### config.mk
export PLATFORM = sky130hd
export DESIGN_NAME = miller_rabin_prime_test_unit
export DESIGN_NICKNAME = d
export VERILOG_FILES = /design/src/rtl/mrp_pkg.sv /design/src/rtl/mrp_mulmod.sv /design/src/rtl/mrp_datapath.sv /design/src/rtl/mrp_sequencer.sv /design/src/rtl/miller_rabin_prime_test_unit.sv
export SDC_FILE = /design/constraint.sdc
export NUM_CORES = 2
export LEC_CHECK = 0
export BUFFER_PORTS_ARGS = -buffer_cell sky130_fd_sc_hd__buf_2
export CAP_MARGIN = 20
export CORE_MARGIN = 5
export CORE_UTILIZATION = 30
export DETAILED_ROUTE_END_ITERATION = 10
export SLEW_MARGIN = 15
export SYNTH_ARGS = -nofsm -noshare
export SYNTH_HDL_FRONTEND = slang
export SYNTH_SLANG_ARGS = --single-unit
### constraint.sdc
create_clock -name clock -period 6 [get_ports clock]
set_clock_uncertainty 0.15 [all_clocks]
set_input_delay 0.9 -clock clock [delete_from_list [all_inputs] [get_ports clock]]
set_output_delay 0.9 -clock clock [all_outputs]
set_load 0.01 [all_outputs]
### src/rtl/mrp_pkg.sv
`timescale 1ns / 1ps

package mrp_pkg;

   localparam int NUMBER_BITS = 63;
   localparam int BASE_COUNT  = 12;

   localparam int S_W    = $clog2(NUMBER_BITS);
   localparam int IDX_W  = $clog2(BASE_COUNT + 1);
   localparam int BASE_W = 6;
   localparam int PC_W   = 5;
   localparam int OP_W   = 4;
   localparam int COND_W = 4;

   // datapath operations
   localparam logic [OP_W-1:0] OP_NOP        = 4'd0;
   localparam logic [OP_W-1:0] OP_SHIFT_D    = 4'd1;
   localparam logic [OP_W-1:0] OP_LOAD_POW   = 4'd2;
   localparam logic [OP_W-1:0] OP_SUB_B      = 4'd3;
   localparam logic [OP_W-1:0] OP_MUL_XB     = 4'd4;
   localparam logic [OP_W-1:0] OP_WB_X       = 4'd5;
   localparam logic [OP_W-1:0] OP_MUL_BB     = 4'd6;
   localparam logic [OP_W-1:0] OP_WB_B       = 4'd7;
   localparam logic [OP_W-1:0] OP_MUL_XX     = 4'd8;
   localparam logic [OP_W-1:0] OP_WB_X_K     = 4'd9;
   localparam logic [OP_W-1:0] OP_INC_IDX    = 4'd10;
   localparam logic [OP_W-1:0] OP_DONE_PRIME = 4'd11;
   localparam logic [OP_W-1:0] OP_DONE_COMP  = 4'd12;

   // branch conditions
   localparam logic [COND_W-1:0] C_NEVER        = 4'd0;
   localparam logic [COND_W-1:0] C_ALWAYS       = 4'd1;
   localparam logic [COND_W-1:0] C_N_LT2        = 4'd2;
   localparam logic [COND_W-1:0] C_D_EVEN       = 4'd3;
   localparam logic [COND_W-1:0] C_N_EQ_BASE    = 4'd4;
   localparam logic [COND_W-1:0] C_B_GE_N       = 4'd5;
   localparam logic [COND_W-1:0] C_E_ZERO       = 4'd6;
   localparam logic [COND_W-1:0] C_E_ODD        = 4'd7;
   localparam logic [COND_W-1:0] C_X_ONE_OR_NM1 = 4'd8;
   localparam logic [COND_W-1:0] C_K_LT_S       = 4'd9;
   localparam logic [COND_W-1:0] C_X_NM1        = 4'd10;
   localparam logic [COND_W-1:0] C_IDX_LAST     = 4'd11;
   localparam logic [COND_W-1:0] C_MUL_BUSY     = 4'd12;

   // program addresses
   localparam logic [PC_W-1:0] A_START   = 5'd0;
   localparam logic [PC_W-1:0] A_STRIP   = 5'd1;
   localparam logic [PC_W-1:0] A_SHIFT   = 5'd2;
   localparam logic [PC_W-1:0] A_BASE    = 5'd3;
   localparam logic [PC_W-1:0] A_LOAD    = 5'd4;
   localparam logic [PC_W-1:0] A_REDUCE  = 5'd5;
   localparam logic [PC_W-1:0] A_SUB     = 5'd6;
   localparam logic [PC_W-1:0] A_POW     = 5'd7;
   localparam logic [PC_W-1:0] A_ODD     = 5'd8;
   localparam logic [PC_W-1:0] A_MXB     = 5'd9;
   localparam logic [PC_W-1:0] A_WAIT_XB = 5'd10;
   localparam logic [PC_W-1:0] A_WB_X    = 5'd11;
   localparam logic [PC_W-1:0] A_MBB     = 5'd12;
   localparam logic [PC_W-1:0] A_WAIT_BB = 5'd13;
   localparam logic [PC_W-1:0] A_WB_B    = 5'd14;
   localparam logic [PC_W-1:0] A_CHECK   = 5'd15;
   localparam logic [PC_W-1:0] A_SQUARE  = 5'd16;
   localparam logic [PC_W-1:0] A_MXX     = 5'd17;
   localparam logic [PC_W-1:0] A_WAIT_XX = 5'd18;
   localparam logic [PC_W-1:0] A_WB_XK   = 5'd19;
   localparam logic [PC_W-1:0] A_TEST_NM = 5'd20;
   localparam logic [PC_W-1:0] A_NEXT    = 5'd21;
   localparam logic [PC_W-1:0] A_INC     = 5'd22;
   localparam logic [PC_W-1:0] A_PRIME   = 5'd23;
   localparam logic [PC_W-1:0] A_COMP    = 5'd24;

   typedef struct packed {
      logic [OP_W-1:0]   op;
      logic [COND_W-1:0] cond;
      logic              neg;
      logic [PC_W-1:0]   target;
   } ucode_type;

   typedef struct packed {
      logic            load;
      logic            fire;
      logic [OP_W-1:0] op;
   } dp_ctrl_type;

   typedef struct packed {
      logic n_lt2;
      logic d_even;
      logic n_eq_base;
      logic b_ge_n;
      logic e_zero;
      logic e_odd;
      logic x_one_or_nm1;
      logic k_lt_s;
      logic x_nm1;
      logic idx_last;
      logic mul_busy;
   } dp_status_type;

   function automatic logic [BASE_W-1:0] base_value(input logic [IDX_W-1:0] idx);
      logic [BASE_W-1:0] v;
      case (idx)
         4'd0:    v = 6'd2;
         4'd1:    v = 6'd3;
         4'd2:    v = 6'd5;
         4'd3:    v = 6'd7;
         4'd4:    v = 6'd11;
         4'd5:    v = 6'd13;
         4'd6:    v = 6'd17;
         4'd7:    v = 6'd19;
         4'd8:    v = 6'd23;
         4'd9:    v = 6'd29;
         4'd10:   v = 6'd31;
         4'd11:   v = 6'd37;
         default: v = 6'd37;
      endcase
      return v;
   endfunction

   function automatic ucode_type ucode_rom(input logic [PC_W-1:0] pc);
      ucode_type w;
      case (pc)
         A_START:   w = '{OP_NOP,        C_N_LT2,        1'b0, A_COMP};
         A_STRIP:   w = '{OP_NOP,        C_D_EVEN,       1'b1, A_BASE};
         A_SHIFT:   w = '{OP_SHIFT_D,    C_ALWAYS,       1'b0, A_STRIP};
         A_BASE:    w = '{OP_NOP,        C_N_EQ_BASE,    1'b0, A_PRIME};
         A_LOAD:    w = '{OP_LOAD_POW,   C_NEVER,        1'b0, A_START};
         A_REDUCE:  w = '{OP_NOP,        C_B_GE_N,       1'b1, A_POW};
         A_SUB:     w = '{OP_SUB_B,      C_ALWAYS,       1'b0, A_REDUCE};
         A_POW:     w = '{OP_NOP,        C_E_ZERO,       1'b0, A_CHECK};
         A_ODD:     w = '{OP_NOP,        C_E_ODD,        1'b1, A_MBB};
         A_MXB:     w = '{OP_MUL_XB,     C_NEVER,        1'b0, A_START};
         A_WAIT_XB: w = '{OP_NOP,        C_MUL_BUSY,     1'b0, A_WAIT_XB};
         A_WB_X:    w = '{OP_WB_X,       C_NEVER,        1'b0, A_START};
         A_MBB:     w = '{OP_MUL_BB,     C_NEVER,        1'b0, A_START};
         A_WAIT_BB: w = '{OP_NOP,        C_MUL_BUSY,     1'b0, A_WAIT_BB};
         A_WB_B:    w = '{OP_WB_B,       C_ALWAYS,       1'b0, A_POW};
         A_CHECK:   w = '{OP_NOP,        C_X_ONE_OR_NM1, 1'b0, A_NEXT};
         A_SQUARE:  w = '{OP_NOP,        C_K_LT_S,       1'b1, A_COMP};
         A_MXX:     w = '{OP_MUL_XX,     C_NEVER,        1'b0, A_START};
         A_WAIT_XX: w = '{OP_NOP,        C_MUL_BUSY,     1'b0, A_WAIT_XX};
         A_WB_XK:   w = '{OP_WB_X_K,     C_NEVER,        1'b0, A_START};
         A_TEST_NM: w = '{OP_NOP,        C_X_NM1,        1'b1, A_SQUARE};
         A_NEXT:    w = '{OP_NOP,        C_IDX_LAST,     1'b0, A_PRIME};
         A_INC:     w = '{OP_INC_IDX,    C_ALWAYS,       1'b0, A_BASE};
         A_PRIME:   w = '{OP_DONE_PRIME, C_NEVER,        1'b0, A_START};
         A_COMP:    w = '{OP_DONE_COMP,  C_NEVER,        1'b0, A_START};
         default:   w = '{OP_DONE_COMP,  C_NEVER,        1'b0, A_START};
      endcase
      return w;
   endfunction

endpackage

### src/rtl/mrp_mulmod.sv
`timescale 1ns / 1ps

module mrp_mulmod (
   input  logic                           clock,
   input  logic                           reset,
   input  logic                           start,
   input  logic [mrp_pkg::NUMBER_BITS-1:0] modulus,
   input  logic [mrp_pkg::NUMBER_BITS-1:0] op_a,
   input  logic [mrp_pkg::NUMBER_BITS-1:0] op_b,
   output logic                           busy,
   output logic [mrp_pkg::NUMBER_BITS-1:0] product
);
   import mrp_pkg::*;

   logic                   busy_ff, busy_in;
   logic [NUMBER_BITS-1:0] acc_ff, acc_in;
   logic [NUMBER_BITS-1:0] x_ff, x_in;
   logic [NUMBER_BITS-1:0] y_ff, y_in;

   // (p + q) mod m for p, q < m, exact in one extra bit
   function automatic logic [NUMBER_BITS-1:0] add_mod(input logic [NUMBER_BITS-1:0] p,
                                                      input logic [NUMBER_BITS-1:0] q,
                                                      input logic [NUMBER_BITS-1:0] m);
      logic [NUMBER_BITS:0] t;
      logic [NUMBER_BITS:0] mm;
      logic [NUMBER_BITS:0] r;
      t  = {1'b0, p} + {1'b0, q};
      mm = {1'b0, m};
      r  = (t >= mm) ? (t - mm) : t;
      return r[NUMBER_BITS-1:0];
   endfunction

   always_comb begin
      busy_in = busy_ff;
      acc_in  = acc_ff;
      x_in    = x_ff;
      y_in    = y_ff;
      if (start) begin
         busy_in = 1'b1;
         acc_in  = '0;
         x_in    = op_a;
         y_in    = op_b;
      end else if (busy_ff) begin
         if (y_ff == '0) begin
            busy_in = 1'b0;
         end else begin
            if (y_ff[0]) begin
               acc_in = add_mod(acc_ff, x_ff, modulus);
            end
            x_in = add_mod(x_ff, x_ff, modulus);
            y_in = {1'b0, y_ff[NUMBER_BITS-1:1]};
         end
      end
   end

   always_ff @(posedge clock) begin
      if (reset) begin
         busy_ff <= 1'b0;
      end else begin
         busy_ff <= busy_in;
      end
   end

   always_ff @(posedge clock) begin
      acc_ff <= acc_in;
      x_ff   <= x_in;
      y_ff   <= y_in;
   end

   assign busy    = busy_ff;
   assign product = acc_ff;

endmodule

### src/rtl/mrp_datapath.sv
`timescale 1ns / 1ps

module mrp_datapath (
   input  logic                            clock,
   input  logic                            reset,
   input  mrp_pkg::dp_ctrl_type            ctrl,
   input  logic [mrp_pkg::NUMBER_BITS-1:0] number,
   output mrp_pkg::dp_status_type          status
);
   import mrp_pkg::*;

   logic [NUMBER_BITS-1:0] n_ff, n_in;
   logic [NUMBER_BITS-1:0] nm1_ff, nm1_in;
   logic [NUMBER_BITS-1:0] d_ff, d_in;
   logic [NUMBER_BITS-1:0] e_ff, e_in;
   logic [NUMBER_BITS-1:0] b_ff, b_in;
   logic [NUMBER_BITS-1:0] x_ff, x_in;
   logic [S_W-1:0]         s_ff, s_in;
   logic [S_W-1:0]         k_ff, k_in;
   logic [IDX_W-1:0]       idx_ff, idx_in;

   logic [NUMBER_BITS-1:0] base_ext;
   logic                   mul_start;
   logic [NUMBER_BITS-1:0] mul_a;
   logic [NUMBER_BITS-1:0] mul_b;
   logic                   mul_busy;
   logic [NUMBER_BITS-1:0] mul_product;

   assign base_ext = {{(NUMBER_BITS-BASE_W){1'b0}}, base_value(idx_ff)};

   always_comb begin
      mul_start = 1'b0;
      mul_a     = x_ff;
      mul_b     = b_ff;
      if (ctrl.fire) begin
         case (ctrl.op)
            OP_MUL_XB: begin
               mul_start = 1'b1;
            end
            OP_MUL_BB: begin
               mul_start = 1'b1;
               mul_a     = b_ff;
            end
            OP_MUL_XX: begin
               mul_start = 1'b1;
               mul_b     = x_ff;
            end
            default: begin
               mul_start = 1'b0;
            end
         endcase
      end
   end

   mrp_mulmod u_mulmod (
      .clock   (clock),
      .reset   (reset),
      .start   (mul_start),
      .modulus (n_ff),
      .op_a    (mul_a),
      .op_b    (mul_b),
      .busy    (mul_busy),
      .product (mul_product)
   );

   always_comb begin
      n_in   = n_ff;
      nm1_in = nm1_ff;
      d_in   = d_ff;
      e_in   = e_ff;
      b_in   = b_ff;
      x_in   = x_ff;
      s_in   = s_ff;
      k_in   = k_ff;
      idx_in = idx_ff;
      if (ctrl.load) begin
         n_in   = number;
         nm1_in = number - 1'b1;
         d_in   = number - 1'b1;
         s_in   = '0;
         idx_in = '0;
      end else if (ctrl.fire) begin
         case (ctrl.op)
            OP_SHIFT_D: begin
               d_in = {1'b0, d_ff[NUMBER_BITS-1:1]};
               s_in = s_ff + 1'b1;
            end
            OP_LOAD_POW: begin
               b_in = base_ext;
               x_in = {{(NUMBER_BITS-1){1'b0}}, 1'b1};
               e_in = d_ff;
               k_in = {{(S_W-1){1'b0}}, 1'b1};
            end
            OP_SUB_B: begin
               b_in = b_ff - n_ff;
            end
            OP_WB_X: begin
               x_in = mul_product;
            end
            OP_WB_B: begin
               b_in = mul_product;
               e_in = {1'b0, e_ff[NUMBER_BITS-1:1]};
            end
            OP_WB_X_K: begin
               x_in = mul_product;
               k_in = k_ff + 1'b1;
            end
            OP_INC_IDX: begin
               idx_in = idx_ff + 1'b1;
            end
            default: begin
               idx_in = idx_ff;
            end
         endcase
      end
   end

   // pure payload, every use follows a load
   always_ff @(posedge clock) begin
      n_ff   <= n_in;
      nm1_ff <= nm1_in;
      d_ff   <= d_in;
      e_ff   <= e_in;
      b_ff   <= b_in;
      x_ff   <= x_in;
      s_ff   <= s_in;
      k_ff   <= k_in;
      idx_ff <= idx_in;
   end

   always_comb begin
      status.n_lt2        = (n_ff[NUMBER_BITS-1:1] == '0);
      status.d_even       = (d_ff != '0) && !d_ff[0];
      status.n_eq_base    = (n_ff == base_ext);
      status.b_ge_n       = (b_ff >= n_ff);
      status.e_zero       = (e_ff == '0);
      status.e_odd        = e_ff[0];
      status.x_one_or_nm1 = (x_ff == {{(NUMBER_BITS-1){1'b0}}, 1'b1}) || (x_ff == nm1_ff);
      status.k_lt_s       = (k_ff < s_ff);
      status.x_nm1        = (x_ff == nm1_ff);
      status.idx_last     = (idx_ff == IDX_W'(BASE_COUNT - 1));
      status.mul_busy     = mul_busy;
   end

endmodule

### src/rtl/mrp_sequencer.sv
`timescale 1ns / 1ps

module mrp_sequencer (
   input  logic                   clock,
   input  logic                   reset,
   input  logic                   start,
   input  logic                   out_free,
   input  mrp_pkg::dp_status_type status,
   output mrp_pkg::dp_ctrl_type   ctrl,
   output logic                   busy
);
   import mrp_pkg::*;

   logic            busy_ff, busy_in;
   logic [PC_W-1:0] pc_ff, pc_in;
   ucode_type       word;
   logic            is_done;
   logic            hold;
   logic            fire;
   logic            cond_true;

   always_comb begin
      word    = ucode_rom(pc_ff);
      is_done = (word.op == OP_DONE_PRIME) || (word.op == OP_DONE_COMP);
      // a finished answer waits for the output register
      hold    = is_done && !out_free;
      fire    = busy_ff && !hold;
   end

   always_comb begin
      case (word.cond)
         C_NEVER:        cond_true = 1'b0;
         C_ALWAYS:       cond_true = 1'b1;
         C_N_LT2:        cond_true = status.n_lt2;
         C_D_EVEN:       cond_true = status.d_even;
         C_N_EQ_BASE:    cond_true = status.n_eq_base;
         C_B_GE_N:       cond_true = status.b_ge_n;
         C_E_ZERO:       cond_true = status.e_zero;
         C_E_ODD:        cond_true = status.e_odd;
         C_X_ONE_OR_NM1: cond_true = status.x_one_or_nm1;
         C_K_LT_S:       cond_true = status.k_lt_s;
         C_X_NM1:        cond_true = status.x_nm1;
         C_IDX_LAST:     cond_true = status.idx_last;
         C_MUL_BUSY:     cond_true = status.mul_busy;
         default:        cond_true = 1'b0;
      endcase
   end

   always_comb begin
      busy_in = busy_ff;
      pc_in   = pc_ff;
      if (start) begin
         busy_in = 1'b1;
         pc_in   = A_START;
      end else if (fire) begin
         if (is_done) begin
            busy_in = 1'b0;
            pc_in   = A_START;
         end else if (cond_true ^ word.neg) begin
            pc_in = word.target;
         end else begin
            pc_in = pc_ff + 1'b1;
         end
      end
   end

   always_ff @(posedge clock) begin
      if (reset) begin
         busy_ff <= 1'b0;
         pc_ff   <= A_START;
      end else begin
         busy_ff <= busy_in;
         pc_ff   <= pc_in;
      end
   end

   assign ctrl.load = start;
   assign ctrl.fire = fire;
   assign ctrl.op   = word.op;
   assign busy      = busy_ff;

endmodule

### src/rtl/miller_rabin_prime_test_unit.sv
`timescale 1ns / 1ps
// channel  | ports                           | direction | content
// ---------+---------------------------------+-----------+-------------------------------
// request  | req_valid req_stall req_number  | in        | 63-bit candidate number
// response | rsp_valid rsp_stall rsp_is_prime| out       | 1 when the candidate is prime
//
// one candidate at a time; the test runs twelve bases, each up to ~124 modular products,
// each product a multiplier run plus microcode steps; below 2, equal to a base or even
// ones finish much sooner
// the time is set by the single shift-and-add modular multiplier, one operand bit per cycle
// reset is synchronous and active high; no clearing pass, the block is ready right after it
// req_stall is high while a number is being tested; a stalled response holds the
// program at its final step but the next request is taken as soon as the test ends

module miller_rabin_prime_test_unit (
   input  logic                            clock,
   input  logic                            reset,
   input  logic                            req_valid,
   output logic                            req_stall,
   input  logic [mrp_pkg::NUMBER_BITS-1:0] req_number,
   output logic                            rsp_valid,
   input  logic                            rsp_stall,
   output logic                            rsp_is_prime
);
   import mrp_pkg::*;

   // sequencer <-> datapath
   dp_ctrl_type   ctrl;
   dp_status_type status;
   logic          seq_busy;

   logic          req_xfer;
   logic          out_free;
   logic          done_fire;

   // output register, parts the response side from the sequencer
   logic          rsp_valid_ff, rsp_valid_in;
   logic          rsp_is_prime_ff, rsp_is_prime_in;

   assign req_stall = seq_busy;
   assign req_xfer  = req_valid && !seq_busy;
   // the output register can take a new answer if empty or being drained
   assign out_free  = !rsp_valid_ff || !rsp_stall;

   mrp_sequencer u_sequencer (
      .clock    (clock),
      .reset    (reset),
      .start    (req_xfer),
      .out_free (out_free),
      .status   (status),
      .ctrl     (ctrl),
      .busy     (seq_busy)
   );

   mrp_datapath u_datapath (
      .clock  (clock),
      .reset  (reset),
      .ctrl   (ctrl),
      .number (req_number),
      .status (status)
   );

   // final program step, verdict is in the opcode
   assign done_fire = ctrl.fire && ((ctrl.op == OP_DONE_PRIME) || (ctrl.op == OP_DONE_COMP));

   always_comb begin
      rsp_valid_in    = rsp_valid_ff;
      rsp_is_prime_in = rsp_is_prime_ff;
      if (rsp_valid_ff && !rsp_stall) begin
         rsp_valid_in = 1'b0;
      end
      if (done_fire) begin
         rsp_valid_in    = 1'b1;
         rsp_is_prime_in = (ctrl.op == OP_DONE_PRIME);
      end
   end

   always_ff @(posedge clock) begin
      if (reset) begin
         rsp_valid_ff <= 1'b0;
      end else begin
         rsp_valid_ff <= rsp_valid_in;
      end
   end

   always_ff @(posedge clock) begin
      rsp_is_prime_ff <= rsp_is_prime_in;
   end

   assign rsp_valid    = rsp_valid_ff;
   assign rsp_is_prime = rsp_is_prime_ff;

endmodule

==> metrics.md <==
| Metric | Value |
|---|---|
| EDFF count, synth | roughly 510 |
| Clock share of power | slightly above 30% |
| Die width | ~390 um |
| CP max FO | 6 |
| RSZ-0062 raised after global routing | true |
| CTS Sinks | 612 |
| Worst slew margin | 27.4% |
| Setup WS post-layout | -0.0652 ns |
| Clk root buf | clkbuf_16 |
| Psw | 5.32 mW |
| HP Class | primary input to flop |
| Crit-path max cell delay | 0.44 ns |
| Syn_nets | between 5000 and 6000 |
| First drt pass iteration count | 5 |
| Synthesized flop and latch total | 612 |
| Share of layout cells above drive strength 1 | between 10% and 20% |
| Via-per-instance ratio | about 5.6 |
| Syn_area_per_cell | approximately 9.1 um2 |
| I/O pin cnt | 70 |
| Distinct cells, synth | around 100 |
| Dpl hpwl | roughly 140 mm |
| Flop pwr share | between 30 and 40% |
| Antenna-violating nets left | 0 |
| Vias in the first global route | roughly 38000 |
| Slowest CP cell | edfxtp_1 |
| Final period util | 101% |
| Synth top area cells | edfxtp_1 (35%), ha_1 (7.8%), nand2_1 (5.2%) |
| Clk Latency, worst-skew pair | approximately 0.71 ns |
| Async set-reset flop share out of synthesis | 0% |
| Fmax | between 150 and 200 MHz |
| Worst-Margin Slew | approximately 1.1 ns |
| RePlAce Congestion | 1.02 |
| Endpoints failing setup | 15 |
| Routed WL per cell | 25.1 um |
| Pin count of the biggest net entering global routing | between 100 and 150 |
| Total global routing overflow | 0 |
| First-pass GRT wire length | about 260 mm |
| Area leader, netlist | edfxtp_1 |
| Endpoints failing hold | 0 |
| GRT Total Usage | around 23% |
| Die H | ~400 um |
| CP most frequent cell | a21o_1 |
| Mapped Cells | ~4800 |
| Post-synthesis sequential area ratio | 39.7% |
| Startpoint types | flop |
| Sw Ratio | a little over a third |
| P_int | about 10 mW |
| Pleak | about 21 nW |
| Core area | between 100000 and 150000 um2 |
| Violated checks | negative setup slack |
| PwrDens | 286 nW/um2 |
| Worst hold slack | between 0.2 and 0.3 ns |
| Logic pwr share | between 30% and 40% |
| Top FF cell, synth | edfxtp_1 |
| Synthesized cell area | 43800 um2 |
| CP bufs+invs | 8 |
| Max-slew violation count | 0 |
| CTS max path bufs | 3 |
| Min cycle time layout | ~6.1 ns |
| Pwr Total | about 15 mW |
| PortBufs | 69 |
| Max-Cap Viols | 0 |
| Die Area | around 150000 um2 |
| Crit path DAT | about 6.5 ns |
| Nets | approximately 5600 |
| Area delta synth->final | 22.3% |
| Wirelength, routed | 182 mm |
| Run status | finished, violations left |
| Initial Utilization | 30.1% |
| CP delay by family, top | compound AO/OA/AOI/OAI gates |
| Yosys top cell area share | 35.1% |
| Initial drt markers | approximately 4200 |
| CTS tree | yes |
| Setup crit end kind | flop |
| Via count | 40500 |
| Flop2flop setup slack | -0.07 ns |
| Crit path kind | flop to flop |
| Antenna violations before repair | 7 |
| Peak supply drop | about 0.23 mV |
| DRC viols | 0 |
| Total CTS buffers | 72 |
| Yosys warnings | 0 |
| Core Rows | 140 |
| H-tree lvl count | 3 |
| Data required, critical path | 6.42 ns |
| Reg clk slew, reported paths | 0.06 ns |
## per-stage QoR
| stage | TNS [ns] | util (%) | instances | setup slack, ns | area [um2] |
|---|---|---|---|---|---|
| floorplan | 0 | - | 4804 | 0.0699 | 43800 |
| global placement | -23.74 | 34.0 | 7046 | -0.482 | 49400 |
| detailed placement | -30.97 | 34.0 | 7046 | -0.579 | 49400 |
| CTS | -1.96 | 36.2 | 7205 | -0.0969 | 52700 |
| global route | -9.87 | 36.8 | 7220 | -0.313 | 53500 |
| finish | -0.531 | 36.8 | 7222 | -0.0652 | 53500 |
## routing by layer
layer  GRT usage [%]  share of wire, %
met1            30.2                41
met3            5.14                10
met4            10.8               5.7
met2            35.0                43
met5               0            0.0072
## synthesized netlist by cell type (all sizes together) (13+ instances only)
cell	instances
or3	38
and2	93
edfxtp	511
inv	169
a211oi	60
nor4	104
o31ai	29
nand4	87
nor2b	45
xor2	171
o211ai	29
clkbuf	180
buf	32
nand2b	40
a221oi	13
ha	272
xnor2	182
o21a	31
nor2	339
mux2	67
a31oi	43
or2	25
o21ai	285
or4	13
mux2i	134
a21oi	413
and3	85
nand3	91
a21o	179
o21bai	42
nand2	613
dfxtp	101
nor3	89
and4	13
## cells by family after synthesis
kind of cell               Yosys count  synth area share [%]
and+or+nand+nor                   1709                  18.9
AOI/OAI and AO/OA                 1271                  18.3
DFF                                612                  39.7
buffers and inverters              382                  3.34
xor gates and xnor gates           353                  7.07
adders and majority gates          276                  7.96
muxes                              201                  4.82
## area by class of cell
| type | count | area (um2) |
|---|---|---|
| repair buffers | 580 | 4480 |
| diodes | 2 | 5.00 |
| inverters | 170 | 646 |
| multi-input cells | 3810 | 26200 |
| fillers | 14700 | 91900 |
| flip-flops and latches | 612 | 17400 |
| clock inverters | 44 | 566 |
| well taps | 1917 | 2400 |
| clock buffers | 87 | 1900 |
## flip-flops by register name, summed over array words and instances, names as in the netlist
name and count:
u_datapath.b_ff 63, u_datapath.d_ff 63, u_datapath.e_ff 63, u_datapath.n_ff 63, u_datapath.nm1_ff 63, u_datapath.u_mulmod.product 63
u_datapath.u_mulmod.x_ff 63, u_datapath.u_mulmod.y_ff 63, u_datapath.x_ff 63, u_sequencer.word 14, u_datapath.base_ext 6, u_datapath.k_ff 6
u_datapath.s_ff 6, u_sequencer.pc_ff 5, u_datapath.idx_ff 4, rsp_is_prime 1, rsp_valid 1, u_datapath.u_mulmod.busy 1
u_sequencer.busy 1
## power groups by stage
stage | Sequential (mW) | Clock, mW | Combinational (mW)
CTS | 4.98 | 4.75 | 5.07
finish | 4.99 | 4.69 | 5.60
global route | 5.00 | 4.92 | 5.97
detailed placement | 5.06 | 0 | 4.69
global placement | 5.06 | 0 | 4.70
floorplan | 4.99 | 0 | 2.86
## placed cells by master, fill, tap and decap left out, types with 17 or more instances in the layout
cell type / count
o21ai_0: 254
or2_2: 20
inv_1: 165
o21bai_1: 42
and3_1: 83
ha_1: 250
o31ai_1: 28
edfxtp_1: 511
nand2_1: 600
a31oi_1: 37
nor3_1: 78
xnor2_1: 177
nor2_1: 313
buf_2: 69
nor2b_1: 42
ha_4: 17
mux2_2: 67
o21a_1: 29
a21oi_2: 34
nand2b_1: 37
xor2_1: 167
clkbuf_16: 74
a21o_1: 176
nand4_1: 87
buf_4: 478
nor4_1: 100
nand3_1: 85
a211oi_1: 47
o21ai_1: 21
dfxtp_1: 100
mux2i_1: 131
and2_1: 89
o211ai_1: 29
or3_1: 35
a21oi_1: 372
## final timing paths
check                         startpoint                         endpoint  cells past startpoint
max          u_datapath.u_mulmod.x_ff[2]  u_datapath.u_mulmod.product[30]                     32
min                       req_number[15]              u_datapath.n_ff[15]                      1
max reg2reg  u_datapath.u_mulmod.x_ff[2]  u_datapath.u_mulmod.product[30]                     32
min reg2reg           u_datapath.s_ff[5]               u_datapath.s_ff[5]                      2
## worst reg2reg max path: cells and delay by family, from the launching register on
family	cells	cell delay [ns]
AO/OA/AOI/OAI	16	2.67
XOR/XNOR	1	0.12
adder cells (fa/ha/maj)	2	0.50
buffers and inverters	8	1.22
flip-flops	1	0.44
AND/OR/NAND/NOR	5	0.85
## what timing repair did
item / in CTS / in global routing
gates resized for setup: 120 / 157
setup endpoints to repair: 63 / 63
hold endpoints to repair: 0 / 0
cloned: 4 / 2
hold buffers: 0 / 0
pin swaps: 76 / 77
setup buffers: 26 / 18
Power figures use the tool's default switching activity.
